`config.mk`:
```
export PLATFORM = sky130hd
export DESIGN_NAME = ip_address_filter_table
export DESIGN_NICKNAME = d
export VERILOG_FILES = /design/src/design/ipaf_pkg.sv /design/src/design/ipaf_ctrl.sv /design/src/design/ipaf_dp.sv /design/src/design/ip_address_filter_table.sv
export SDC_FILE = /design/constraint.sdc
export NUM_CORES = 1
export LEC_CHECK = 0
export BUFFER_PORTS_ARGS = -buffer_cell sky130_fd_sc_hd__buf_2
export CAP_MARGIN = 20
export CORE_AREA = 5 5 298 300
export CTS_CLUSTER_SIZE = 25
export DETAILED_ROUTE_END_ITERATION = 7
export DIE_AREA = 0 0 303 305
export PLACE_DENSITY = 0.65
export SLEW_MARGIN = 10
export SYNTH_ARGS = -nofsm -noshare
export SYNTH_HDL_FRONTEND = slang
export SYNTH_SLANG_ARGS = --single-unit
```
`constraint.sdc`:
```
create_clock -name aclk -period 8.5 [get_ports aclk]
set_input_delay 0.425 -clock aclk [delete_from_list [all_inputs] [get_ports aclk]]
set_output_delay 0.425 -clock aclk [all_outputs]
set_load 0.03 [all_outputs]
```
`src/design/ipaf_pkg.sv`:
```
`timescale 1ns / 1ps
`default_nettype none
// ----------------------------------------------------------------------------
// IP address filter table package
// Shared sizes, command and status codes, and the control and status bundles
// that pass between the controller and the datapath.
// ----------------------------------------------------------------------------
package ipaf_pkg;

    localparam int TABLE_DEPTH = 32;
    localparam int IDX_W       = (TABLE_DEPTH > 1) ? $clog2(TABLE_DEPTH) : 1;
    localparam int CNT_W       = $clog2(TABLE_DEPTH + 1);
    localparam int ADDR_W      = 32;
    localparam int OUT_CNT_W   = 6;

    localparam logic [1:0] CMD_LOOKUP = 2'd0;
    localparam logic [1:0] CMD_INSERT = 2'd1;
    localparam logic [1:0] CMD_DELETE = 2'd2;

    localparam logic [1:0] ST_OK        = 2'd0;
    localparam logic [1:0] ST_NOT_FOUND = 2'd1;
    localparam logic [1:0] ST_FULL      = 2'd2;

    typedef struct packed {
        logic load;
        logic scan;
        logic apply;
    } ctrl_cmd_t;

    typedef struct packed {
        logic scan_last;
        logic out_busy;
    } dp_status_t;

endpackage
`default_nettype wire

```
`src/design/ipaf_ctrl.sv`:
```
`timescale 1ns / 1ps
`default_nettype none
// ----------------------------------------------------------------------------
// IP address filter table controller
// Sequences each request through accept, table scan, final compare and the
// table update that also loads the result register.
// ----------------------------------------------------------------------------
module ipaf_ctrl (
    input  wire logic               aclk,
    input  wire logic               aresetn,
    input  wire logic               req_valid,
    output logic                    req_ready,
    input  wire ipaf_pkg::dp_status_t dp_status,
    output ipaf_pkg::ctrl_cmd_t     dp_cmd
);

    localparam logic [1:0] S_IDLE  = 2'd0;
    localparam logic [1:0] S_SCAN  = 2'd1;
    localparam logic [1:0] S_DRAIN = 2'd2;
    localparam logic [1:0] S_APPLY = 2'd3;

    logic [1:0] state_reg;
    logic [1:0] state_next;

    always_comb begin
        state_next   = state_reg;
        dp_cmd.load  = 1'b0;
        dp_cmd.scan  = 1'b0;
        dp_cmd.apply = 1'b0;
        req_ready    = 1'b0;
        case (state_reg)
            S_IDLE: begin
                req_ready = aresetn;
                if (req_valid && aresetn) begin
                    dp_cmd.load = 1'b1;
                    state_next  = S_SCAN;
                end
            end
            S_SCAN: begin
                dp_cmd.scan = 1'b1;
                if (dp_status.scan_last) begin
                    state_next = S_DRAIN;
                end
            end
            S_DRAIN: begin
                state_next = S_APPLY;
            end
            S_APPLY: begin
                if (!dp_status.out_busy) begin
                    dp_cmd.apply = 1'b1;
                    state_next   = S_IDLE;
                end
            end
            default: begin
                state_next = S_IDLE;
            end
        endcase
    end

    always_ff @(posedge aclk) begin
        if (!aresetn) begin
            state_reg <= S_IDLE;
        end else begin
            state_reg <= state_next;
        end
    end

endmodule
`default_nettype wire

```
`src/design/ipaf_dp.sv`:
```
`timescale 1ns / 1ps
`default_nettype none
// ----------------------------------------------------------------------------
// IP address filter table datapath
// Holds the address memory, the entry valid marks and the count, scans the
// table one slot per cycle, and registers the result.
// ----------------------------------------------------------------------------
module ipaf_dp (
    input  wire logic                          aclk,
    input  wire logic                          aresetn,
    input  wire logic [1:0]                    in_cmd,
    input  wire logic [ipaf_pkg::ADDR_W-1:0]   in_addr,
    input  wire ipaf_pkg::ctrl_cmd_t           dp_cmd,
    output ipaf_pkg::dp_status_t               dp_status,
    output logic                               out_valid,
    input  wire logic                          out_ready,
    output logic                               out_hit,
    output logic [1:0]                         out_status,
    output logic [ipaf_pkg::OUT_CNT_W-1:0]     out_count
);

    logic [ipaf_pkg::ADDR_W-1:0] mem [ipaf_pkg::TABLE_DEPTH];
    logic [ipaf_pkg::TABLE_DEPTH-1:0] valid_reg;
    logic [ipaf_pkg::CNT_W-1:0] count_reg;

    logic [1:0]                  cmd_reg;
    logic [ipaf_pkg::ADDR_W-1:0] addr_reg;
    logic [ipaf_pkg::IDX_W-1:0]  scan_idx_reg;

    logic [ipaf_pkg::ADDR_W-1:0] rd_data_reg;
    logic                        rd_valid_reg;
    logic [ipaf_pkg::IDX_W-1:0]  rd_idx_reg;
    logic                        cmp_en_reg;

    logic                        match_found_reg;
    logic [ipaf_pkg::IDX_W-1:0]  match_slot_reg;
    logic                        free_found_reg;
    logic [ipaf_pkg::IDX_W-1:0]  free_slot_reg;

    logic                        out_valid_reg;
    logic                        out_hit_reg;
    logic [1:0]                  out_status_reg;
    logic [ipaf_pkg::OUT_CNT_W-1:0] out_count_reg;

    logic [ipaf_pkg::CNT_W-1:0]  count_next;
    logic [1:0]                  status_next;
    logic                        do_insert;
    logic                        do_delete;

    assign dp_status.scan_last = (scan_idx_reg == ipaf_pkg::IDX_W'(ipaf_pkg::TABLE_DEPTH - 1));
    assign dp_status.out_busy  = out_valid_reg && !out_ready;

    assign out_valid  = out_valid_reg;
    assign out_hit    = out_hit_reg;
    assign out_status = out_status_reg;
    assign out_count  = out_count_reg;

    always_comb begin
        do_insert   = 1'b0;
        do_delete   = 1'b0;
        status_next = ipaf_pkg::ST_OK;
        count_next  = count_reg;
        case (cmd_reg)
            ipaf_pkg::CMD_INSERT: begin
                if (free_found_reg) begin
                    do_insert  = 1'b1;
                    count_next = ipaf_pkg::CNT_W'(count_reg + 1'b1);
                end else begin
                    status_next = ipaf_pkg::ST_FULL;
                end
            end
            ipaf_pkg::CMD_DELETE: begin
                if (match_found_reg) begin
                    do_delete  = 1'b1;
                    count_next = ipaf_pkg::CNT_W'(count_reg - 1'b1);
                end else begin
                    status_next = ipaf_pkg::ST_NOT_FOUND;
                end
            end
            default: begin
                status_next = ipaf_pkg::ST_OK;
            end
        endcase
    end

    // Address memory: one registered read per scan cycle, one write on update.
    always_ff @(posedge aclk) begin
        rd_data_reg <= mem[scan_idx_reg];
        if (dp_cmd.apply && do_insert) begin
            mem[free_slot_reg] <= addr_reg;
        end
    end

    always_ff @(posedge aclk) begin
        if (dp_cmd.load) begin
            cmd_reg  <= in_cmd;
            addr_reg <= in_addr;
        end
        rd_valid_reg <= valid_reg[scan_idx_reg];
        rd_idx_reg   <= scan_idx_reg;
        if (dp_cmd.apply) begin
            out_hit_reg    <= match_found_reg;
            out_status_reg <= status_next;
            out_count_reg  <= ipaf_pkg::OUT_CNT_W'(count_next);
        end
    end

    always_ff @(posedge aclk) begin
        if (!aresetn) begin
            valid_reg       <= '0;
            count_reg       <= '0;
            scan_idx_reg    <= '0;
            cmp_en_reg      <= 1'b0;
            match_found_reg <= 1'b0;
            match_slot_reg  <= '0;
            free_found_reg  <= 1'b0;
            free_slot_reg   <= '0;
            out_valid_reg   <= 1'b0;
        end else begin
            cmp_en_reg <= dp_cmd.scan;
            if (dp_cmd.load) begin
                scan_idx_reg    <= '0;
                match_found_reg <= 1'b0;
                free_found_reg  <= 1'b0;
            end else if (dp_cmd.scan && !dp_status.scan_last) begin
                scan_idx_reg <= ipaf_pkg::IDX_W'(scan_idx_reg + 1'b1);
            end
            if (cmp_en_reg) begin
                if (rd_valid_reg && (rd_data_reg == addr_reg) && !match_found_reg) begin
                    match_found_reg <= 1'b1;
                    match_slot_reg  <= rd_idx_reg;
                end
                if (!rd_valid_reg && !free_found_reg) begin
                    free_found_reg <= 1'b1;
                    free_slot_reg  <= rd_idx_reg;
                end
            end
            if (dp_cmd.apply) begin
                count_reg <= count_next;
                if (do_insert) begin
                    valid_reg[free_slot_reg] <= 1'b1;
                end
                if (do_delete) begin
                    valid_reg[match_slot_reg] <= 1'b0;
                end
                out_valid_reg <= 1'b1;
            end else if (out_ready) begin
                out_valid_reg <= 1'b0;
            end
        end
    end

endmodule
`default_nettype wire

```
`src/design/ip_address_filter_table.sv`:
```
`timescale 1ns / 1ps
`default_nettype none
// ----------------------------------------------------------------------------
// IP address filter table
// A bounded table of IPv4 addresses supporting lookup, insert and delete.
//
//   Channel   Direction  Contents
//   s_axis    in         tdata: cmd[1:0], ip_addr[33:2], zero pad[39:34]
//   m_axis    out        tdata: hit[0], status[2:1], entry_count[8:3], pad
//
// Each request passes through an accept step, one read per table slot through
// the single memory read port, the last compare and the update. A new request
// is accepted while the previous result waits; the update stalls until the
// result register is free.
// Reset clears the valid marks, the entry count and all control state.
// ----------------------------------------------------------------------------
module ip_address_filter_table (
    input  wire logic        aclk,
    input  wire logic        aresetn,
    input  wire logic        s_tvalid,
    output logic             s_tready,
    input  wire logic [39:0] s_tdata,   // cmd, ip_addr, zero pad
    output logic             m_tvalid,
    input  wire logic        m_tready,
    output logic [15:0]      m_tdata    // hit, status, entry_count, zero pad
);

    ipaf_pkg::ctrl_cmd_t  dp_cmd;
    ipaf_pkg::dp_status_t dp_status;

    logic                              out_hit;
    logic [1:0]                        out_status;
    logic [ipaf_pkg::OUT_CNT_W-1:0]    out_count;

    ipaf_ctrl u_ctrl (
        .aclk      (aclk),
        .aresetn   (aresetn),
        .req_valid (s_tvalid),
        .req_ready (s_tready),
        .dp_status (dp_status),
        .dp_cmd    (dp_cmd)
    );

    ipaf_dp u_dp (
        .aclk       (aclk),
        .aresetn    (aresetn),
        .in_cmd     (s_tdata[1:0]),
        .in_addr    (s_tdata[33:2]),
        .dp_cmd     (dp_cmd),
        .dp_status  (dp_status),
        .out_valid  (m_tvalid),
        .out_ready  (m_tready),
        .out_hit    (out_hit),
        .out_status (out_status),
        .out_count  (out_count)
    );

    assign m_tdata = {7'd0, out_count, out_status, out_hit};

endmodule
`default_nettype wire
```
==> results of run 1 <==
where the power goes:
part | switching [mW] | internal (mW) | total, mW
Sequential | 0.151 | 6.45 | 6.60
Clock | 2.09 | 2.91 | 5.00
Combinational | 0.666 | 0.752 | 1.42
Total | 2.90 | 10.1 | 13.0
layout by cell type, fill, tap and decap left out, types with 30 or more instances in the layout:
master         synthesis  routed
nand2_1               36      36
buf_2                  7      48
dfxtp_1               97      92
nor2_4                 0      30
mux4_2               330     330
o221a_2               31      31
dlygate4sd3_1          0      32
clkbuf_16              0     118
mux2_2                33      33
buf_4                 28      60
edfxtp_1            1067    1067
routing by layer:
layer / up-vias / share of wire, % / global-route usage [%]
li1: 8431 / - / -
met1: 10900 / 40 / 31.0
met2: 875 / 50 / 35.9
met3: 129 / 7.4 / 3.37
met4: 0 / 2.0 / 5.19
met5: - / 0 / 0
cells by family (layout without fill, tap and decap cells):
group / after synthesis / after routing / synth area share, %
AOI/OAI and AO/OA: 65 / 65 / 1.32
and+or+nand+nor: 151 / 151 / 1.63
other: 1 / 7 / 0.00847
DFF: 1164 / 1164 / 76.8
muxes: 376 / 376 / 17.9
buffers and inverters: 119 / 364 / 1.38
adders and majority gates: 10 / 10 / 0.283
xor gates and xnor gates: 35 / 35 / 0.692
per-stage QoR:
step | power (mW) | area (um^2)
final | 13.0 | 50200
after global routing | 13.5 | 50200
after CTS | 13.1 | 50200
after detailed placement | 8.16 | 46200
after global placement | 8.13 | 46200
after floorplan | 7.85 | 44300
final cells by class:
cell class / count / area share [%]
clock buffer: 152 / 6.31
clock inverter: 56 / 1.12
inverter: 13 / 0.0971
multi-input combinational: 644 / 19.8
sequential: 1164 / 67.7
tap: 1155 / 2.88
timing repair buffer: 143 / 2.13
synthesized netlist by cell type, types with 8 or more instances:
library cell / count / area share (%)
a21oi_1: 11 / 0.12
buf_1: 17 / 0.14
buf_4: 28 / 0.47
clkbuf_1: 47 / 0.40
dfxtp_1: 97 / 4.4
edfxtp_1: 1067 / 72
ha_1: 10 / 0.28
inv_1: 12 / 0.10
mux2_2: 33 / 0.84
mux2i_1: 13 / 0.29
mux4_2: 330 / 17
nand2_1: 36 / 0.31
nand3_1: 9 / 0.10
nor2_1: 54 / 0.46
nor2b_1: 9 / 0.13
nor3_1: 8 / 0.090
o221a_2: 31 / 0.79
xnor2_1: 9 / 0.18
xor2_1: 26 / 0.51
critical path: stages (launching register included):
cell and delay (ns):
edfxtp_1 0.41, inv_1 0.07, ha_1 0.36, nand2_1 0.18, nor4bb_1 0.78, nand3_1 0.58
nor2_4 0.63, buf_4 0.64
timing repair:
action | in CTS | in global routing
hold buffers | 32 | 0
endpoints found under the hold margin | 32 | 0
gates resized for setup | 0 | 0
setup buffers | 0 | 0
worst min-delay path by stage:
| stage | startpoint | to | slack (ns) | cells past startpoint |
|---|---|---|---|---|
| 2_1_floorplan | u_dp.scan_idx_reg[2]$_SDFFE_PP0P_ | u_dp.rd_idx_reg[2]$_DFF_P_ | 0.33 | 0 |
| 3_3_place_gp | u_dp.valid_reg[24]$_SDFFE_PN0P_ | u_dp.valid_reg[24]$_SDFFE_PN0P_ | 0.45 | 1 |
| 3_5_place_dp | u_dp.valid_reg[24]$_SDFFE_PN0P_ | u_dp.valid_reg[24]$_SDFFE_PN0P_ | 0.46 | 1 |
| 4_1_cts | s_tdata[17] | u_dp.addr_reg[15]$_DFFE_PP_ | 0.003 | 1 |
| 5_1_grt | s_tdata[31] | u_dp.addr_reg[29]$_DFFE_PP_ | 0.01 | 1 |
| 6_report | s_tdata[17] | u_dp.addr_reg[15]$_DFFE_PP_ | 0.04 | 1 |
==> impl_metrics.yaml, run 1 <==
outcome:
  status: "completed"
worst_setup_path:
  start_kind: "flop"
  r2r_cells: 7
  endpoint_kind: "flop"
  r2r-start: "u_dp.cmd_reg[1]$_DFFE_PP_"
  crit_end: "u_dp.mem[31][14]$_DFFE_PP_"
  rrSetupSlack_ns: 4.41
  timing.rr.end: "u_dp.mem[31][14]$_DFFE_PP_"
  cp_max_fo: 23
  cp.arrival_ns: 4.38
  crit_path_start: "u_dp.cmd_reg[1]$_DFFE_PP_"
  path_class: "flop to flop"
  crit_required_ns: 8.79
drt:
  routedWlPerCell_um: 29.7
  viasPerCell: 6.12
  ant_nets: 0
  num_vias: 20400
  routed_wl_mm: 98.9
  drt_pre_antenna_iters: 5
  route.detailed.drc: 0
  drtIter0Drc: 2526
timing:
  post-route-period-util_pct: 48.1
  fmax_mhz: 245
  fin_skew_ns: 0.0251
  finalHoldViolCount: 0
  relSlewSlack_pct: 28.1
  layout_min_cycle_time_ns: 4.09
  rsz0062_at_grt: "false"
  finalSetupViolations: 0
  timing.hold.ws_ns: 0.0443
  slew_violations: 0
  tightest_slew_ns: 1.08
  setup_tns_ns: 0
  layout_setup_ws_ns: 4.41
placed_design:
  portBuffers: 48
  pre_cts_slack_ns: 4.49
  place_hpwl_mm: 49.9
  dp_cells: 3087
  place_congestion: 0.760
global_routing:
  grt_pass1_vias: 21100
  grt_start_max_net_pins: 139
  antenna_found_initial: 2
  grt_overflow: 0
  grt_pass1_wl_mm: 145
  grt_use_total_pct: 21.7
final_layout:
  largest_reg_flops: 1024
  register_area_mm2: 0.0340
  drive_gt1_share_pct: 32.7
  utilization_pct: 58.5
  regMostFlops: "u_dp.mem"
  n_fill_cell: 6085
  diodes: 0
  finalNonFillerCells: 3327
  syn_to_final_growth_pct: 13.5
  multi_input_area_mm2: 0.00994
  nNetsFinal: 2134
synthesis:
  async_flop_share_pct: 0
  avgSynthCellArea_um2: 23.0
  synth_edf_count: 1067
  ys.flop_type: "edfxtp_1"
  synth_area_mm2: 0.0443
  ys_seq_area_share_pct: 76.8
  synthDistinctLibCells: 50
  yosys_warnings: 0
  ys_ff_latch: 1164
  syn-instance-count: 1921
clock_network:
  insertion_delay_ns: 0.68
  clockBufferDepth: 3
  clock-sinks: 1164
  h-tree-depth: 3
  root_buffer: "clkbuf_16"
  numCtsBuffers: 114
  path_clk_slew_ns: 0.06
  cts_tree: "done"
pwr:
  peakVddDrop_mv: 0.296
  p_leak_nw: 15.4
  power_density_mw_per_mm2: 259
job:
  drv_cap: 0
die:
  core.rowCount: 108
  start_util_pct: 51.5
  die_x_um: 303
  die_h_um: 305
  fp.dieArea_mm2: 0.0924
  core-area_mm2: 0.0859
  ios: 62
hold_path:
  hp-class: "primary input to flop"
No activity file was read; power rests on OpenSTA's default activity.
==> run 2: changes to the inputs <==
--- a/config.mk
+++ b/config.mk
@@ -5,13 +5,14 @@
 export SDC_FILE = /design/constraint.sdc
 export NUM_CORES = 1
 export LEC_CHECK = 0
+export ABC_AREA = 1
 export BUFFER_PORTS_ARGS = -buffer_cell sky130_fd_sc_hd__buf_2
 export CAP_MARGIN = 20
-export CORE_AREA = 5 5 298 300
+export CORE_AREA = 5 5 304 306
 export CTS_CLUSTER_SIZE = 25
 export DETAILED_ROUTE_END_ITERATION = 7
-export DIE_AREA = 0 0 303 305
-export PLACE_DENSITY = 0.65
+export DIE_AREA = 0 0 309 311
+export PLACE_DENSITY = 0.66
 export SLEW_MARGIN = 10
 export SYNTH_ARGS = -nofsm -noshare
 export SYNTH_HDL_FRONTEND = slang
==> constraint.sdc (replaced) <==
create_clock -name aclk -period 3.95 [get_ports aclk]
set_input_delay 0.1975 -clock aclk [delete_from_list [all_inputs] [get_ports aclk]]
set_output_delay 0.1975 -clock aclk [all_outputs]
set_load 0.03 [all_outputs]
==> impl_metrics.yaml, run 2 <==
clock_network:
  path_clk_slew_ns: 0.06
  h-tree-depth: 3
  cts_resized: 0
  cts_tree: "done"
  clock-sinks: 1164
  insertion_delay_ns: 0.68
  root_buffer: "clkbuf_16"
  clockBufferDepth: 3
  numCtsBuffers: 116
timing:
  fin_skew_ns: 0.0294
  tightest_slew_ns: 1.13
  finalSetupViolations: 0
  fmax_mhz: 331
  timing.hold.ws_ns: 0.113
  post-route-period-util_pct: 76.5
  finalHoldViolCount: 0
  layout_setup_ws_ns: 0.930
  relSlewSlack_pct: 24.4
  rsz0062_at_grt: "false"
  layout_min_cycle_time_ns: 3.02
  setup_tns_ns: 0
  slew_violations: 0
synthesis:
  synthDistinctLibCells: 36
  avgSynthCellArea_um2: 12.4
  synthTopCellsByCount: "1067 x edfxtp_1, 551 x nand2_1, 533 x nor2_1, 433 x o21ai_0, 282 x nand3_1"
  ys_ff_latch: 1164
  syn-instance-count: 3729
  synth_area_mm2: 0.0461
  yosys_warnings: 0
  synthMostInstantiatedCell: "edfxtp_1"
  synth_top_area_share_pct: 69.4
  synth_edf_count: 1067
  yosys.area.top_type: "edfxtp_1"
  ys.flop_type: "edfxtp_1"
  synth_top_cells_by_area: "edfxtp_1 69%, o21ai_0 4.7%, nand2_1 4.5%"
  async_flop_share_pct: 0
  ys_seq_area_share_pct: 73.6
drt:
  viasPerCell: 5.93
  num_vias: 30100
  route.detailed.drc: 0
  ant_nets: 0
  routedWlPerCell_um: 24.0
  drt_pre_antenna_iters: 5
  drtIter0Drc: 3784
  routed_wl_mm: 122
global_routing:
  grt_use_total_pct: 24.7
  grt_overflow: 0
  grt_start_max_net_pins: 210
  antenna_found_initial: 2
  grt_pass1_vias: 28300
  grt_pass1_wl_mm: 179
hold_path:
  hp-class: "primary input to flop"
worst_setup_path:
  path_class: "flop to flop"
  crit_required_ns: 4.32
  cpMostUsedCell: "inv_1"
  cp.arrival_ns: 3.39
  endpoint_kind: "flop"
  cp_max_fo: 18
  crit_family: "simple AND/OR/NAND/NOR gates"
  critPathMaxStageDelay_ns: 0.63
  critPathSlowestCell: "nor2_4"
  critPathBufInv: 3
  start_kind: "flop"
  crit_chain: "ha_1 -> inv_1 -> a21oi_4 -> nand2_1 -> nor3_2 -> inv_1 -> nor2_4 -> buf_12"
die:
  fp.dieArea_mm2: 0.0961
  start_util_pct: 51.7
  core.rowCount: 110
  die_h_um: 311
  ios: 62
  die_x_um: 309
  core-area_mm2: 0.0893
final_layout:
  finish.instance_area_mm2: 0.0521
  final_common_cell: "edfxtp_1"
  register_area_mm2: 0.0340
  largest_reg_flops: 1024
  multi_input_area_mm2: 0.0106
  n_fill_cell: 6961
  nNetsFinal: 3857
  drive_gt1_share_pct: 9.46
  diodes: 0
  syn_to_final_growth_pct: 12.9
  layout_common_cells: "1067 x edfxtp_1, 551 x nand2_1, 499 x nor2_1"
  regMostFlops: "u_dp.mem"
pwr:
  p_leak_nw: 18.0
  power_density_mw_per_mm2: 560
  peakVddDrop_mv: 0.373
outcome:
  status: "completed"
placed_design:
  place_congestion: 0.854
  portBuffers: 48
  placedInstanceArea_mm2: 0.0481
  place_hpwl_mm: 66.6
  pre_cts_slack_ns: 0.963
job:
  drv_cap: 0
## run 2: path summary, 6_finish.rpt
path,endpoint,slack (ns),depth (start not counted),startpoint
max,u_dp.mem[31][4]$_DFFE_PP_,0.93,8,u_ctrl.state_reg[0]$_SDFFE_PN0P_
min,u_dp.cmp_en_reg$_SDFF_PN0_,0.11,3,aresetn
max reg2reg,u_dp.mem[31][4]$_DFFE_PP_,0.93,8,u_ctrl.state_reg[0]$_SDFFE_PN0P_
min reg2reg,u_dp.rd_idx_reg[3]$_DFF_P_,0.46,0,u_dp.scan_idx_reg[3]$_SDFFE_PP0P_
## run 2: cell families after synthesis
family                     synth area share [%]
and+or+nand+nor                            12.2
xor gates and xnor gates                  0.266
AOI/OAI and AO/OA                          9.69
adders and majority gates                 0.271
other                                   0.00813
buffers and inverters                      3.88
DFF                                        73.6
## run 2: power breakdown
group          switching, mW  leakage, nW  internal [mW]  total, mW
logic                   3.23         5.78           1.16       4.39
registers              0.250         10.4           13.9       14.1
clock network           4.56         1.81           6.11       10.7
total                   8.04         18.0           21.1       29.2
## run 2: timing repair
action / 4_1_cts / 5_1_grt
hold buffers: 35 / 0
setup buffers: 0 / 0
endpoints found under the hold margin: 35 / 0
## run 2: final cells by class
| cell class | instances | share of cell area [%] |
|---|---|---|
| multi-input combinational | 2193 | 20.4 |
| sequential | 1164 | 65.2 |
| clock inverter | 58 | 1.01 |
| inverter | 143 | 1.08 |
| tap | 1176 | 2.82 |
| clock buffer | 156 | 6.05 |
| timing repair buffer | 185 | 3.38 |
## run 2: worst reg2reg max path, cell delays in order, from the launching register on
cell and delay, ns:
dfxtp_1 0.36, ha_1 0.17, inv_1 0.09, a21oi_4 0.43, nand2_1 0.22, nor3_2 0.31, inv_1 0.25, nor2_4 0.63
buf_12 0.26
## run 2: per-layer routing
metal  track usage [%]  up-vias  share of wire [%]
li1                  -    13600                  -
met1              36.5    14800                 42
met2              38.1     1432                 46
met3              4.53      200                9.9
met4              7.02        0                2.6
met5                 0        -                  0
## run 2: stage by stage
step | power, mW | utilization (%) | cells
floorplan | 17.4 | - | 3735
global placement | 18.6 | 53.8 | 4824
detailed placement | 18.7 | 53.8 | 4824
CTS | 29.2 | 58.3 | 5073
global route | 30.3 | 58.3 | 5075
finish | 29.2 | 58.3 | 5075
